File: config.mk
export PLATFORM = sky130hd
export DESIGN_NAME = joystick_arcade_drive_mixer_unit
export DESIGN_NICKNAME = d
export VERILOG_FILES = /design/src/rtl/jadm_pkg.sv /design/src/rtl/jadm_div.sv /design/src/rtl/joystick_arcade_drive_mixer_unit.sv
export SDC_FILE = /design/constraint.sdc
export NUM_CORES = 1
export LEC_CHECK = 0
export ABC_AREA = 1
export ABC_CLOCK_PERIOD_IN_PS = 4400
export BUFFER_PORTS_ARGS = -buffer_cell sky130_fd_sc_hd__buf_4
export CAP_MARGIN = 20
export CORE_MARGIN = 1.5
export CORE_UTILIZATION = 56
export DETAILED_ROUTE_END_ITERATION = 10
export PLACE_DENSITY = 0.79
export SETUP_SLACK_MARGIN = 0.3
export SLEW_MARGIN = 0
export SYNTH_ARGS = -nofsm -noshare
export SYNTH_HDL_FRONTEND = slang
export SYNTH_SLANG_ARGS = --single-unit
File: constraint.sdc
create_clock -name clk_i -period 4.4 [get_ports clk_i]
set_input_delay 0.88 -clock clk_i [delete_from_list [all_inputs] [get_ports clk_i]]
set_output_delay 0.88 -clock clk_i [all_outputs]
set_load 0.02 [all_outputs]
File: src/rtl/jadm_pkg.sv
// ----------------------------------------------------------------------------
// jadm_pkg
// Shared types and constants for the joystick arcade drive mixer.
// ----------------------------------------------------------------------------
`default_nettype none

package jadm_pkg;

  localparam int StickW   = 12;  // raw stick value
  localparam int ShapeW   = 10;  // shaped stick, signed, -510..255
  localparam int MixW     = 11;  // mixed motor speed, signed
  localparam int MagW     = MixW - 1;
  localparam int DzW      = 11;
  localparam int TimeW    = 16;
  localparam int KindW    = 8;
  localparam int DutyW    = 8;
  localparam int CfgIdxW  = 1;
  localparam int CfgDataW = 16;

  // shared divider
  localparam int DivNumW         = 20;
  localparam int DivDenW         = 11;
  localparam int DivBitsPerCycle = 2;

  localparam logic [KindW-1:0]  KindJoystick  = 8'h01;
  localparam logic [StickW-1:0] StickCentre   = 12'd2048;
  localparam logic [DzW-1:0]    StickTop      = 11'd2047;
  localparam int                FullSpeed     = 255;
  localparam logic [TimeW-1:0]  IdleMax       = 16'hFFFF;
  localparam logic [DzW-1:0]    DeadZoneReset = 11'd200;
  localparam logic [TimeW-1:0]  TimeoutReset  = 16'd500;

  typedef enum logic [CfgIdxW-1:0] {
    CfgDeadZone = 1'b0,
    CfgTimeout  = 1'b1
  } cfg_idx_e;

  typedef enum logic {
    ActPacket = 1'b0,
    ActTick   = 1'b1
  } action_e;

  typedef enum logic [2:0] {
    StIdle,
    StCheck,
    StIssue,
    StWait,
    StMix,
    StOut
  } state_e;

  typedef enum logic [1:0] {
    StepThrottle,
    StepSteer,
    StepLeft,
    StepRight
  } step_e;

  typedef struct packed {
    logic               start;
    logic [DivNumW-1:0] dividend;
    logic [DivDenW-1:0] divisor;
  } div_req_t;

  typedef struct packed {
    logic               busy;
    logic               done;
    logic [DivNumW-1:0] quotient;
  } div_rsp_t;

endpackage

`default_nettype wire

File: src/rtl/jadm_div.sv
// ----------------------------------------------------------------------------
// jadm_div
// Shared unsigned restoring divider, several quotient bits per cycle.
// ----------------------------------------------------------------------------
`default_nettype none

module jadm_div (
  input  wire logic               clk_i,
  input  wire logic               rst_ni,
  input  wire jadm_pkg::div_req_t req_i,
  output jadm_pkg::div_rsp_t      rsp_o
);

  localparam int NumW = jadm_pkg::DivNumW;
  localparam int DenW = jadm_pkg::DivDenW;
  localparam int Bpc  = jadm_pkg::DivBitsPerCycle;
  localparam int Iter = NumW / Bpc;
  localparam int CntW = (Iter > 1) ? $clog2(Iter) : 1;

  logic            busy_q, busy_d;
  logic            done_q, done_d;
  logic [CntW-1:0] cnt_q, cnt_d;
  logic [NumW-1:0] quo_q, quo_d;
  logic [DenW-1:0] rem_q, rem_d;
  logic [DenW-1:0] den_q, den_d;

  logic [DenW:0]   rem_t;
  logic [NumW-1:0] quo_t;

  // Bpc restoring steps per cycle; dividend shifts out as quotient shifts in
  always_comb begin
    rem_t = {1'b0, rem_q};
    quo_t = quo_q;
    for (int i = 0; i < Bpc; i++) begin
      rem_t = {rem_t[DenW-1:0], quo_t[NumW-1]};
      quo_t = {quo_t[NumW-2:0], 1'b0};
      if (rem_t >= {1'b0, den_q}) begin
        rem_t    = rem_t - {1'b0, den_q};
        quo_t[0] = 1'b1;
      end
    end
  end

  always_comb begin
    busy_d = busy_q;
    done_d = 1'b0;
    cnt_d  = cnt_q;
    quo_d  = quo_q;
    rem_d  = rem_q;
    den_d  = den_q;
    if (req_i.start) begin
      busy_d = 1'b1;
      cnt_d  = '0;
      quo_d  = req_i.dividend;
      rem_d  = '0;
      den_d  = req_i.divisor;
    end else if (busy_q) begin
      quo_d = quo_t;
      rem_d = rem_t[DenW-1:0];
      cnt_d = cnt_q + 1'b1;
      if (cnt_q == CntW'(Iter - 1)) begin
        busy_d = 1'b0;
        done_d = 1'b1;
      end
    end
  end

  always_ff @(posedge clk_i or negedge rst_ni) begin
    if (!rst_ni) begin
      busy_q <= 1'b0;
      done_q <= 1'b0;
      cnt_q  <= '0;
    end else begin
      busy_q <= busy_d;
      done_q <= done_d;
      cnt_q  <= cnt_d;
    end
  end

  always_ff @(posedge clk_i) begin
    quo_q <= quo_d;
    rem_q <= rem_d;
    den_q <= den_d;
  end

  assign rsp_o.busy     = busy_q;
  assign rsp_o.done     = done_q;
  assign rsp_o.quotient = quo_q;

endmodule

`default_nettype wire

File: src/rtl/joystick_arcade_drive_mixer_unit.sv
// ----------------------------------------------------------------------------
// joystick_arcade_drive_mixer_unit
// Stores joystick packets, tracks the idle timer and produces one
// differential motor command per packet or millisecond tick.
// ----------------------------------------------------------------------------
//  channel  direction  handshake                  payload
//  in       sink       in_valid_i / in_ready_o    action, packet_kind, sticks
//  out      source     out_valid_o / out_ready_i  direction bits, duties, link, ack
//  cfg      sink       cfg_valid_i / cfg_ready_o  cfg_index_i, cfg_data_i
//
//  One item runs up to four divisions on the shared 2-bit-per-cycle divider,
//  plus update, mix and output steps. A timed-out item goes from the check
//  straight to output; no rescale skips the last two divisions.
//  in_ready_o is high only while the sequencer is idle; a result waiting in
//  the output register does not block the next transfer in, only its output.
//  Reset loads the register defaults and centred sticks; cfg is always ready.
// ----------------------------------------------------------------------------
`default_nettype none

module joystick_arcade_drive_mixer_unit (
  input  wire logic                          clk_i,
  input  wire logic                          rst_ni,
  // input items
  input  wire logic                          in_valid_i,
  output logic                               in_ready_o,
  input  wire logic                          action_i,
  input  wire logic [jadm_pkg::KindW-1:0]    packet_kind_i,
  input  wire logic [jadm_pkg::StickW-1:0]   throttle_raw_i,
  input  wire logic [jadm_pkg::StickW-1:0]   steer_raw_i,
  // results
  output logic                               out_valid_o,
  input  wire logic                          out_ready_i,
  output logic                               left_forward_o,
  output logic                               left_reverse_o,
  output logic [jadm_pkg::DutyW-1:0]         left_duty_o,
  output logic                               right_forward_o,
  output logic                               right_reverse_o,
  output logic [jadm_pkg::DutyW-1:0]         right_duty_o,
  output logic                               link_up_o,
  output logic                               ack_o,
  // configuration
  input  wire logic                          cfg_valid_i,
  output logic                               cfg_ready_o,
  input  wire logic [jadm_pkg::CfgIdxW-1:0]  cfg_index_i,
  input  wire logic [jadm_pkg::CfgDataW-1:0] cfg_data_i
);

  localparam int StickW = jadm_pkg::StickW;
  localparam int ShapeW = jadm_pkg::ShapeW;
  localparam int MixW   = jadm_pkg::MixW;
  localparam int MagW   = jadm_pkg::MagW;
  localparam int DzW    = jadm_pkg::DzW;
  localparam int TimeW  = jadm_pkg::TimeW;
  localparam int DutyW  = jadm_pkg::DutyW;
  localparam int NumW   = jadm_pkg::DivNumW;
  localparam int DenW   = jadm_pkg::DivDenW;

  localparam logic signed [ShapeW-1:0] FullShape = ShapeW'(jadm_pkg::FullSpeed);
  localparam logic [MagW-1:0]          FullMag   = MagW'(jadm_pkg::FullSpeed);

  // x * 255 as a shift and subtract
  function automatic logic [NumW-1:0] mul_full(input logic [DzW-1:0] x);
    return NumW'({x, {DutyW{1'b0}}}) - NumW'(x);
  endfunction

  function automatic logic [MixW-1:0] mix_abs(input logic signed [MixW-1:0] v);
    return v[MixW-1] ? MixW'(-v) : MixW'(v);
  endfunction

  jadm_pkg::state_e state_q, state_d;
  jadm_pkg::step_e  step_q, step_d;

  logic [DzW-1:0]           dz_q;
  logic [TimeW-1:0]         timeout_q;
  logic [StickW-1:0]        thr_stick_q, thr_stick_d;
  logic [StickW-1:0]        str_stick_q, str_stick_d;
  logic [TimeW-1:0]         idle_q, idle_d;
  logic                     linked_q, linked_d;
  logic                     ack_q, ack_d;
  logic signed [ShapeW-1:0] shp_thr_q, shp_thr_d;
  logic signed [ShapeW-1:0] shp_str_q, shp_str_d;
  logic signed [MixW-1:0]   left_q, left_d;
  logic signed [MixW-1:0]   right_q, right_d;
  logic [MagW-1:0]          top_q, top_d;
  logic                     neg_q, neg_d;
  logic                     wrap_q, wrap_d;

  logic             out_valid_q, out_valid_d;
  logic             out_lf_q, out_lr_q, out_rf_q, out_rr_q, out_link_q, out_ack_q;
  logic [DutyW-1:0] out_ld_q, out_rd_q;

  jadm_pkg::div_req_t div_req;
  jadm_pkg::div_rsp_t div_rsp;

  logic in_fire, out_load;

  // stick shaping operands
  logic [StickW-1:0] stick;
  logic              stk_pos, stk_dead, stk_wrap, stk_skip;
  logic [StickW-1:0] stk_mag;
  logic [DzW-1:0]    stk_span, stk_base;

  // mixing operands
  logic signed [MixW-1:0] mix_left, mix_right;
  logic [MagW-1:0]        mix_la, mix_ra, mix_top;
  logic signed [MixW-1:0] mix_sel;
  logic [MagW-1:0]        mix_sel_mag;

  // divider results
  logic signed [ShapeW-1:0] q_shape, shape_post;
  logic signed [MixW-1:0]   q_mix, mix_post;

  jadm_div u_div (
    .clk_i  (clk_i),
    .rst_ni (rst_ni),
    .req_i  (div_req),
    .rsp_o  (div_rsp)
  );

  assign in_ready_o  = (state_q == jadm_pkg::StIdle);
  assign in_fire     = in_valid_i && in_ready_o;
  assign out_load    = (state_q == jadm_pkg::StOut) && (!out_valid_q || out_ready_i);
  assign cfg_ready_o = 1'b1;

  // ---- shaping: c = stick - 2048, deadzone, linear scale ----
  always_comb begin
    stick    = (step_q == jadm_pkg::StepSteer) ? str_stick_q : thr_stick_q;
    stk_pos  = stick[StickW-1] && (|stick[StickW-2:0]);
    stk_mag  = stick[StickW-1] ? {1'b0, stick[StickW-2:0]} : (jadm_pkg::StickCentre - stick);
    stk_dead = (stick == jadm_pkg::StickCentre) || (stk_mag < StickW'(dz_q));
    stk_wrap = (stick == '0);
    stk_span = jadm_pkg::StickTop - dz_q;
    if (stk_pos) begin
      stk_base = stick[StickW-2:0] - dz_q;
    end else if (stk_wrap) begin
      stk_base = DzW'(1);  // lowest stick sits one step past the span
    end else begin
      stk_base = jadm_pkg::StickTop - stk_mag[DzW-1:0];
    end
    stk_skip = stk_dead || (stk_span == '0);
  end

  always_comb begin
    mix_left    = MixW'(shp_thr_q) + MixW'(shp_str_q);
    mix_right   = MixW'(shp_thr_q) - MixW'(shp_str_q);
    mix_la      = MagW'(mix_abs(mix_left));
    mix_ra      = MagW'(mix_abs(mix_right));
    mix_top     = (mix_la > mix_ra) ? mix_la : mix_ra;
    mix_sel     = (step_q == jadm_pkg::StepLeft) ? left_q : right_q;
    mix_sel_mag = MagW'(mix_abs(mix_sel));
  end

  always_comb begin
    q_shape = div_rsp.quotient[ShapeW-1:0];
    if (wrap_q) begin
      shape_post = -q_shape - FullShape;
    end else if (neg_q) begin
      shape_post = q_shape - FullShape;
    end else begin
      shape_post = q_shape;
    end
    q_mix    = div_rsp.quotient[MixW-1:0];
    mix_post = neg_q ? -q_mix : q_mix;
  end

  // ---- next state ----
  always_comb begin
    state_d = state_q;
    unique case (state_q)
      jadm_pkg::StIdle: begin
        if (in_fire) state_d = jadm_pkg::StCheck;
      end
      jadm_pkg::StCheck: begin
        state_d = (idle_q > timeout_q) ? jadm_pkg::StOut : jadm_pkg::StIssue;
      end
      jadm_pkg::StIssue: begin
        if ((step_q == jadm_pkg::StepThrottle || step_q == jadm_pkg::StepSteer) && stk_skip) begin
          state_d = (step_q == jadm_pkg::StepSteer) ? jadm_pkg::StMix : jadm_pkg::StIssue;
        end else begin
          state_d = jadm_pkg::StWait;
        end
      end
      jadm_pkg::StWait: begin
        if (div_rsp.done) begin
          unique case (step_q)
            jadm_pkg::StepThrottle: state_d = jadm_pkg::StIssue;
            jadm_pkg::StepSteer:    state_d = jadm_pkg::StMix;
            jadm_pkg::StepLeft:     state_d = jadm_pkg::StIssue;
            jadm_pkg::StepRight:    state_d = jadm_pkg::StOut;
            default:                state_d = jadm_pkg::StIdle;
          endcase
        end
      end
      jadm_pkg::StMix: begin
        state_d = (mix_top > FullMag) ? jadm_pkg::StIssue : jadm_pkg::StOut;
      end
      jadm_pkg::StOut: begin
        if (out_load) state_d = jadm_pkg::StIdle;
      end
      default: state_d = jadm_pkg::StIdle;
    endcase
  end

  // ---- datapath control ----
  always_comb begin
    step_d      = step_q;
    thr_stick_d = thr_stick_q;
    str_stick_d = str_stick_q;
    idle_d      = idle_q;
    linked_d    = linked_q;
    ack_d       = ack_q;
    shp_thr_d   = shp_thr_q;
    shp_str_d   = shp_str_q;
    left_d      = left_q;
    right_d     = right_q;
    top_d       = top_q;
    neg_d       = neg_q;
    wrap_d      = wrap_q;
    div_req     = '0;

    unique case (state_q)
      jadm_pkg::StIdle: begin
        if (in_fire) begin
          ack_d = 1'b0;
          if (action_i == jadm_pkg::ActPacket) begin
            if (packet_kind_i == jadm_pkg::KindJoystick) begin
              thr_stick_d = throttle_raw_i;
              str_stick_d = steer_raw_i;
              idle_d      = '0;
              linked_d    = 1'b1;
              ack_d       = 1'b1;
            end
          end else if (idle_q != jadm_pkg::IdleMax) begin
            idle_d = idle_q + 1'b1;
          end
        end
      end
      jadm_pkg::StCheck: begin
        step_d = jadm_pkg::StepThrottle;
        if (idle_q > timeout_q) begin
          linked_d = 1'b0;
          left_d   = '0;
          right_d  = '0;
        end
      end
      jadm_pkg::StIssue: begin
        if (step_q == jadm_pkg::StepThrottle || step_q == jadm_pkg::StepSteer) begin
          if (stk_skip) begin
            // zero span on the negative side lands on full reverse
            if (step_q == jadm_pkg::StepThrottle) begin
              shp_thr_d = (stk_dead || stk_pos) ? '0 : -FullShape;
              step_d    = jadm_pkg::StepSteer;
            end else begin
              shp_str_d = (stk_dead || stk_pos) ? '0 : -FullShape;
            end
          end else begin
            div_req.start    = 1'b1;
            div_req.dividend = mul_full(stk_base);
            div_req.divisor  = stk_span;
            neg_d            = !stk_pos;
            wrap_d           = stk_wrap;
          end
        end else begin
          div_req.start    = 1'b1;
          div_req.dividend = mul_full(DzW'(mix_sel_mag));
          div_req.divisor  = DenW'(top_q);
          neg_d            = mix_sel[MixW-1];
          wrap_d           = 1'b0;
        end
      end
      jadm_pkg::StWait: begin
        if (div_rsp.done) begin
          unique case (step_q)
            jadm_pkg::StepThrottle: begin
              shp_thr_d = shape_post;
              step_d    = jadm_pkg::StepSteer;
            end
            jadm_pkg::StepSteer: shp_str_d = shape_post;
            jadm_pkg::StepLeft: begin
              left_d = mix_post;
              step_d = jadm_pkg::StepRight;
            end
            jadm_pkg::StepRight: right_d = mix_post;
            default: ;
          endcase
        end
      end
      jadm_pkg::StMix: begin
        left_d  = mix_left;
        right_d = mix_right;
        top_d   = mix_top;
        step_d  = jadm_pkg::StepLeft;
      end
      jadm_pkg::StOut: ;
      default: ;
    endcase
  end

  always_comb begin
    out_valid_d = out_valid_q;
    if (out_load) begin
      out_valid_d = 1'b1;
    end else if (out_ready_i) begin
      out_valid_d = 1'b0;
    end
  end

  always_ff @(posedge clk_i or negedge rst_ni) begin
    if (!rst_ni) begin
      state_q     <= jadm_pkg::StIdle;
      step_q      <= jadm_pkg::StepThrottle;
      dz_q        <= jadm_pkg::DeadZoneReset;
      timeout_q   <= jadm_pkg::TimeoutReset;
      thr_stick_q <= jadm_pkg::StickCentre;
      str_stick_q <= jadm_pkg::StickCentre;
      idle_q      <= '0;
      linked_q    <= 1'b0;
      out_valid_q <= 1'b0;
    end else begin
      state_q     <= state_d;
      step_q      <= step_d;
      thr_stick_q <= thr_stick_d;
      str_stick_q <= str_stick_d;
      idle_q      <= idle_d;
      linked_q    <= linked_d;
      out_valid_q <= out_valid_d;
      if (cfg_valid_i) begin
        unique case (jadm_pkg::cfg_idx_e'(cfg_index_i))
          jadm_pkg::CfgDeadZone: dz_q      <= cfg_data_i[DzW-1:0];
          jadm_pkg::CfgTimeout:  timeout_q <= cfg_data_i[TimeW-1:0];
          default: ;
        endcase
      end
    end
  end

  always_ff @(posedge clk_i) begin
    ack_q     <= ack_d;
    shp_thr_q <= shp_thr_d;
    shp_str_q <= shp_str_d;
    left_q    <= left_d;
    right_q   <= right_d;
    top_q     <= top_d;
    neg_q     <= neg_d;
    wrap_q    <= wrap_d;
    if (out_load) begin
      out_lf_q   <= !left_q[MixW-1] && (|left_q);
      out_lr_q   <= left_q[MixW-1];
      out_ld_q   <= DutyW'(mix_abs(left_q));
      out_rf_q   <= !right_q[MixW-1] && (|right_q);
      out_rr_q   <= right_q[MixW-1];
      out_rd_q   <= DutyW'(mix_abs(right_q));
      out_link_q <= linked_q;
      out_ack_q  <= ack_q;
    end
  end

  assign out_valid_o     = out_valid_q;
  assign left_forward_o  = out_lf_q;
  assign left_reverse_o  = out_lr_q;
  assign left_duty_o     = out_ld_q;
  assign right_forward_o = out_rf_q;
  assign right_reverse_o = out_rr_q;
  assign right_duty_o    = out_rd_q;
  assign link_up_o       = out_link_q;
  assign ack_o           = out_ack_q;

  // ---- assertions ----
  a_div_start_idle: assert property (@(posedge clk_i) disable iff (!rst_ni)
    div_req.start |-> (state_q == jadm_pkg::StIssue) && !div_rsp.busy)
    else $error("divider started while busy or outside issue");

  a_div_done_wait: assert property (@(posedge clk_i) disable iff (!rst_ni)
    div_rsp.done |-> (state_q == jadm_pkg::StWait))
    else $error("divider finished with no one waiting");

  a_rescale_needed: assert property (@(posedge clk_i) disable iff (!rst_ni)
    ((state_q == jadm_pkg::StIssue) &&
     (step_q == jadm_pkg::StepLeft || step_q == jadm_pkg::StepRight)) |-> (top_q > FullMag))
    else $error("mix rescale issued without overflow");

  a_packet_links: assert property (@(posedge clk_i) disable iff (!rst_ni)
    (in_fire && action_i == jadm_pkg::ActPacket && packet_kind_i == jadm_pkg::KindJoystick)
    |=> (idle_q == '0) && linked_q)
    else $error("joystick packet did not restart link");

endmodule

`default_nettype wire
==> metrics.yaml, run 1 <==
maxSlewViolCount: 0
antenna_found_initial: 0
yosysWarningCount: 0
antenna_cells: 0
fillCellCount: 2286
cpMostUsedCell: "nand2_1"
syn_area_um2: 15590
synth_largest_area_cell: "edfxtp_1"
worstHoldPathType: "register to register"
routedWlPerCell_um: 16.82
area_growth_pct: 15.61
ctsHoldBuffers: 0
synthTopCellsByArea: "edfxtp_1 (21%), nand2_1 (12%), dfrtp_1 (11%)"
synth_edf_count: 108
initialDrtViolationCount: 1435
relSlewSlack_pct: 39.52
syn_avg_cell_area_um2: 7.452
root_buffer: "clkbuf_16"
maxCapViolations: 0
status: "finished clean"
synth-seq-area-share_pct: 35.15
synth_cells: 2092
first_global_vias: 13420
place.gp.congestion: 0.9735
htree_levels: 4
setup.worst_path.end_class: "register"
cts_sinks: 199
hold_path_end: "ack_o"
die_area_um2: 28850
multi_input_area_um2: 9160
track_usage_pct: 29.89
finalClockSkew_ps: 11.29
rsz0062_at_grt: "true"
ff_latch_area_um2: 5483
slowest_delay_ps: 600
criticalPathCategory: "register to register"
fp.dieH_um: 169.8
ys_ff_latch: 199
drc_errors: 0
crit_arrival_ps: 4130
cp-start-kind: "register"
yosys_most_used_dff: "edfxtp_1"
grt_remaining_overflow: 0
clock_latency_ps: 450
timing.rr.end: "top_q[4]"
yosysTopAreaCellShare_pct: 20.80
finalSetupViolCount: 0
die_x_um: 169.8
grt_max_degree: 59
drtPass1Iterations: 8
synth_common_cells: "nand2_1 (499), inv_1 (303), o21ai_0 (162), nor2_1 (157), nand3_1 (132)"
core_region_area_um2: 27100
cts_tree: "built"
nNetsFinal: 2366
drive_above_1_share_pct: 18.26
hold_path_depth: 0
slowest_stage: "fa_2"
cts.clk_slew.worst_paths_ps: 90
r2r_start: "shp_str_q[0]"
setup-tns-final_ps: 0
ff2ff_setup_slack_ps: 430
cts_buffers: 17
yosysMostFrequentCell: "nand2_1"
synth_nets: 2259
yosys.cell_types.count: 73
path_max_fanout: 12
fin_crit_ps: 3965
rows: 60
fin_crit_sh_pct: 90.12
hold_violations: 0
clock.fmax_ghz: 0.2522
clock_path_buffers: 2
min_from: "ack_q"
io_pins: 80
start_util_pct: 57.52
wirelength_um: 43470
startpoint: "shp_str_q[0]"
dp_hpwl_um: 33320
final_antenna_net_count: 0
io_buffers: 78
async_flop_share_pct: 40.20
cp.required_ps: 4570
crit_chain: "ha_2 -> inv_1 -> fa_2 -> ha_2 -> nand2_1 -> and3b_1 -> nand4_1 -> nand2_1 -> nand2_1 -> nand2_1 -> inv_1 -> ha_1 -> nand4_1 -> nor3_2 -> nand2_1 -> a22oi_2 -> buf_4 -> buf_4 -> o21ai_0"
grt_first_pass_wirelength_um: 67630
tightest_slew_ps: 905.0
reg2reg_depth: 19
viasPerCell: 5.674
num_vias: 14660
## cell usage in the layout, fill, tap and decap left out, drive strengths merged, types with 5 or more instances in the layout
master	n
dfrtp	69
a31oi	12
edfxtp	108
inv	323
dfxtp	11
xor2	47
o211ai	7
or2	8
nor2	185
nand3b	7
clkinv	9
fa	5
xnor2	14
o21bai	5
o22ai	10
clkbuf	17
a21oi	121
o21a	10
nor3	31
nor4	9
buf	138
dfstp	11
nand2	540
o21ai	191
a21o	6
nand3	141
nand4	38
ha	107
## critical path: cells and delay by family (launching register included)
kind / cells / cell delay, ps
DFF: 1 / 380
and+or+nand+nor: 9 / 1130
adders and majority gates: 4 / 1340
buffers and inverters: 4 / 450
AOI/OAI and AO/OA: 2 / 370
## per-layer routing
layer	global-route usage, %	wire [um]	vias to the layer above
met2	49.79	20720	639
met4	11.00	1343	0
li1	-	-	7115
met1	39.62	18190	6807
met5	0	0	-
met3	4.279	3221	101
## worst max-delay path by stage
stage	to	cells after the start	slack, ps
2_1_floorplan	shp_thr_q[0]	24	380
3_3_place_gp	state_q[2]	23	220
4_1_cts	u_div.quo_q[13]	27	290
3_5_place_dp	u_div.quo_q[17]	24	140
6_report	top_q[4]	19	430
5_1_grt	u_div.rem_q[4]	21	230
## registers in the layout, indices dropped and copies added (netlist names), 2 cells and up
| name | count |
|---|---|
| right_duty_o | 8 |
| shp_thr_q | 10 |
| u_div.cnt_q | 4 |
| shp_str_q | 10 |
| right_q | 11 |
| state_q | 3 |
| dz_q | 11 |
| u_div.quo_q | 20 |
| top_q | 10 |
| str_stick_q | 12 |
| idle_q | 16 |
| step_q | 2 |
| u_div.rem_q | 11 |
| u_div.den_q | 11 |
| thr_stick_q | 12 |
| left_q | 11 |
| left_duty_o | 8 |
| timeout_q | 16 |
## cells by family after synthesis
family          count (synthesis)  share of synthesized area (%)
flops                         199                          35.15
simple gates                  963                          28.37
xor+xnor                       61                          3.524
other cells                     1                        0.02406
buf+inv                       371                          9.632
mux                             1                        0.06421
fa+ha+maj                     112                          9.230
compound gates                384                          14.01
## metrics by stage
stage                     setup WS (ps)  std cells  hold WS [ps]  utilization [%]  area [um2]
final                             434.8       2584         449.5            66.50       18020
after global routing              232.2       2584         473.0            66.50       18020
after CTS                         293.3       2554         453.3            63.70       17260
after detailed placement          137.7       2522         425.9            61.21       16590
after global placement            218.6       2522         413.2            61.21       16590
after floorplan                   383.5       2092         400.3                -       15590
## area by class of cell
class                           count  area share, %
Clock buffer                       17          2.360
Clock inverter                     15         0.9858
Inverter                          320          6.797
Multi-Input combinational cell   1523          50.83
Sequential cell                   199          30.42
Tap cell                          372          2.583
Timing Repair Buffer              138          6.026
## repair_timing
item | in CTS | in global routing
hold endpoints to repair | 0 | 0
buffers inserted | 0 | 28
cloned | 0 | 1
setup endpoints to repair | 51 | 108
pin swaps | 1 | 32
gates resized for setup | 16 | 123
Power of run 1 is not shown: default switching activity piles up to over one toggle a cycle in this logic, so the estimate is an artifact.
==> run 2: changes to the inputs <==
Settings changed: ABC_AREA 1 to not set, SLEW_MARGIN 0 to 40.
==> run 2 against run 1 <==
Compared with the run above:
- the run now ends with design-rule violations, negative setup slack left
- hold slack lost 22 ps
- register-to-register slack lost 920 ps
- sequential share of layout area shrank 2.6 points
- cell area grew 9.4%
- highest routed layer unchanged
- critical path type unchanged
- critical endpoint is now top_q[3]
- synthesized cell count shrank 21%
- wire length grew 19%
- critical path depth shrank 1
- clock skew grew 3.7 ps
==> metrics.yaml, run 2 <==
status: "finished with violations"  # was finished clean
violations: "design-rule violations, negative setup slack"
cts_sinks: 199  # unchanged
ff_latch_area_um2: 5480  # was 5483 um2
drtPass1Iterations: 11  # was 8
fp.dieH_um: 164.8  # was 169.8 um
final_antenna_net_count: 0  # unchanged
drc_errors: 5  # was 0
core_region_area_um2: 25840  # was 27100 um2
clock.fmax_ghz: 0.2049  # was 0.2522 GHz
area_growth_pct: 34.58  # was 15.61%
final_cells: 2290  # was 2584
multi_input_area_um2: 9873  # was 9160 um2
synth_edf_count: 108  # unchanged
reg_top3: "u_div.quo_q (20), idle_q (16), timeout_q (16)"  # unchanged
synth-seq-area-share_pct: 37.38  # was 35.15%
cts.clk_slew.worst_paths_ps: 80  # was 90 ps
antenna_found_initial: 0  # unchanged
cp-start-kind: "register"  # unchanged
crit_chain: "ha_4 -> fa_2 -> buf_4 -> xor2_1 -> nand3_1 -> nor3_1 -> nand3_2 -> o31ai_4 -> xnor2_2 -> inv_2 -> ha_4 -> nand4_1 -> or2_4 -> a32oi_4 -> buf_6 -> buf_6 -> buf_16 -> mux2i_4"  # was ha_2 -> inv_1 -> fa_2 -> ha_2 -> nand2_1 -> and3b_1 -> nand4_1 -> nand2_1 -> nand2_1 -> nand2_1 -> inv_1 -> ha_1 -> nand4_1 -> nor3_2 -> nand2_1 -> a22oi_2 -> buf_4 -> buf_4 -> o21ai_0
track_usage_pct: 33.99  # was 29.89%
syn_avg_cell_area_um2: 8.921  # was 7.452 um2
worst-path-buf-inv: 5  # was 4
place.gp.congestion: 0.9463  # was 0.9735
largest-register: "u_div.quo_q"  # unchanged
timing.hold.ws_ps: 427.5  # was 449.5 ps
setup.worst_path.end_class: "register"  # unchanged
synth_cells: 1643  # was 2092
fin_crit_ps: 4881  # was 3965 ps
initialDrtViolationCount: 1969  # was 1435
rsz0062_at_grt: "true"  # unchanged
slowest_stage: "nor3_1"  # was fa_2
viasPerCell: 6.546  # was 5.674
die_area_um2: 27150  # was 28850 um2
clock_path_buffers: 2  # unchanged
relSlewSlack_pct: 46.05  # was 39.52%
yosys.cell_types.count: 91  # was 73
start_util_pct: 56.73  # was 57.52%
cts_tree: "built"  # unchanged
routedWlPerCell_um: 22.53  # was 16.82 um
root_buffer: "clkbuf_16"  # unchanged
synth_common_cells: "nand2_1 (225), o21ai_0 (144), inv_1 (114), nor2_1 (110), edfxtp_1 (108)"  # was nand2_1 (499), inv_1 (303), o21ai_0 (162), nor2_1 (157), nand3_1 (132)
crit_arrival_ps: 5150  # was 4130 ps
syn_area_um2: 14660  # was 15590 um2
async_flop_share_pct: 40.20  # unchanged
drive_above_1_share_pct: 34.32  # was 18.26%
maxCapViolations: 0  # unchanged
ys_ff_latch: 199  # unchanged
finalSetupViolCount: 113  # was 0
slowest_delay_ps: 480  # was 600 ps
nNetsFinal: 2109  # was 2366
yosysTopAreaCellShare_pct: 22.13  # was 20.80%
synth_largest_area_cell: "edfxtp_1"  # unchanged
path_delay_family: "simple AND/OR/NAND/NOR gates"  # was adder cells
antenna_cells: 0  # unchanged
maxSlewViolCount: 0  # unchanged
cts_buffers: 17  # unchanged
worst_slack_ps: -481.1  # was 434.8 ps
yosysMostFrequentCell: "nand2_1"  # unchanged
path_max_fanout: 6  # was 12
cp.required_ps: 4670  # was 4570 ps
yosysWarningCount: 0  # unchanged
grt_remaining_overflow: 0  # unchanged
rows: 59  # was 60
setup-tns-final_ps: -20050  # was 0 ps
wirelength_um: 51590  # was 43470 um
yosys_most_used_dff: "edfxtp_1"  # unchanged
hold_violations: 0  # unchanged
first_global_vias: 13510  # was 13420
fin_crit_sh_pct: 110.9  # was 90.12%
criticalPathCategory: "register to register"  # unchanged
worstHoldPathType: "register to register"  # unchanged
dp.cells: 2147  # was 2522
htree_levels: 4  # unchanged
io_pins: 80  # unchanged
grt_max_degree: 81  # was 59
grt_first_pass_wirelength_um: 70950  # was 67630 um
num_vias: 14990  # was 14660
layout_common_cells: "buf_4 (280), nand2_1 (210), edfxtp_1 (108)"  # was nand2_1 (486), inv_1 (291), o21ai_0 (153)
tightest_slew_ps: 809.3  # was 905.0 ps
synthTopCellsByArea: "edfxtp_1 (22%), dfrtp_1 (12%), ha_1 (9.1%)"  # was edfxtp_1 (21%), nand2_1 (12%), dfrtp_1 (11%)
clock_latency_ps: 450  # about the same
largest_reg_flops: 20  # unchanged
fillCellCount: 1602  # was 2286
ctsHoldBuffers: 0  # unchanged
finalClockSkew_ps: 14.97  # was 11.29 ps
die_x_um: 164.8  # was 169.8 um
dp_hpwl_um: 31950  # was 33320 um
synth_nets: 1810  # was 2259
final_common_cell: "buf_4"  # was nand2_1
io_buffers: 78  # unchanged
run 2: changes by cell type after synthesis, sizes merged, moves of 41 or more:
cell	delta
nand3	-118
xnor2	+84
nor2	-75
o21ai	-41
inv	-200
nand2	-315
run 2: cells by family (layout without fill, tap and decap cells):
group	after synthesis	count (layout)	share of synthesized area (%)
simple gates	541	544	17.68
compound gates	407	407	17.42
flops	199	199	37.38
buf+inv	184	493	4.926
xor+xnor	138	138	8.247
fa+ha+maj	112	112	9.817
mux	61	61	4.507
other cells	1	1	0.02559
run 2: worst reg2reg max path, stage by stage, from the launching register on:
cell      delay [ps]
edfxtp_1         460
ha_4             200
fa_2             340
buf_4            140
xor2_1           230
nand3_1          170
nor3_1           480
nand3_2          200
o31ai_4          340
xnor2_2          180
inv_2            100
ha_4             290
nand4_1          180
or2_4            330
a32oi_4          370
buf_6            170
buf_6            110
buf_16           140
mux2i_4          290
run 2: per-stage QoR:
stage | instance area [um2] | utilization (%) | setup WS [ps]
after CTS | 18710 | 72.40 | -128.7
after floorplan | 14870 | - | -347.6
after detailed placement | 16780 | 64.93 | -250.4
after global routing | 19730 | 76.34 | -557.9
final | 19730 | 76.34 | -481.1
after global placement | 16770 | 64.91 | -106.5
run 2: layout make-up:
class / instances / area share (%)
clock buffers: 19 / 2.195
clock inverters: 13 / 0.6026
inverters: 117 / 2.309
multi-input cells: 1263 / 50.05
flip-flops and latches: 199 / 27.78
well taps: 335 / 2.125
repair buffers: 343 / 14.89
repair inverters: 1 / 0.03806
run 2: routing by layer:
| metal | vias to the layer above | wire length (um) | track usage [%] |
|---|---|---|---|
| met1 | 7038 | 18690 | 43.28 |
| met2 | 1156 | 23730 | 56.19 |
| met5 | - | 0 | 0 |
| li1 | 6445 | - | - |
| met3 | 352 | 5448 | 6.002 |
| met4 | 0 | 3716 | 15.97 |
run 2: worst paths after layout:
path	slack, ps	cells past startpoint	startpoint	endpoint
min	430	0	ack_q	ack_o
max in group asynchronous	3440	1	rst_ni	state_q[1]
min reg2reg	430	0	ack_q	ack_o
max reg2reg	-480	18	shp_str_q[0]	top_q[3]
min in group asynchronous	470	1	rst_ni	idle_q[9]
max	-480	18	shp_str_q[0]	top_q[3]
run 2: timing repair:
action                     4_1_cts  5_1_grt
pin swaps                       79       81
setup buffers                   64       39
setup endpoints to repair      120      116
cloned                           8        0
gates resized for setup        205      158
Power of run 2 is left out for the same reason.
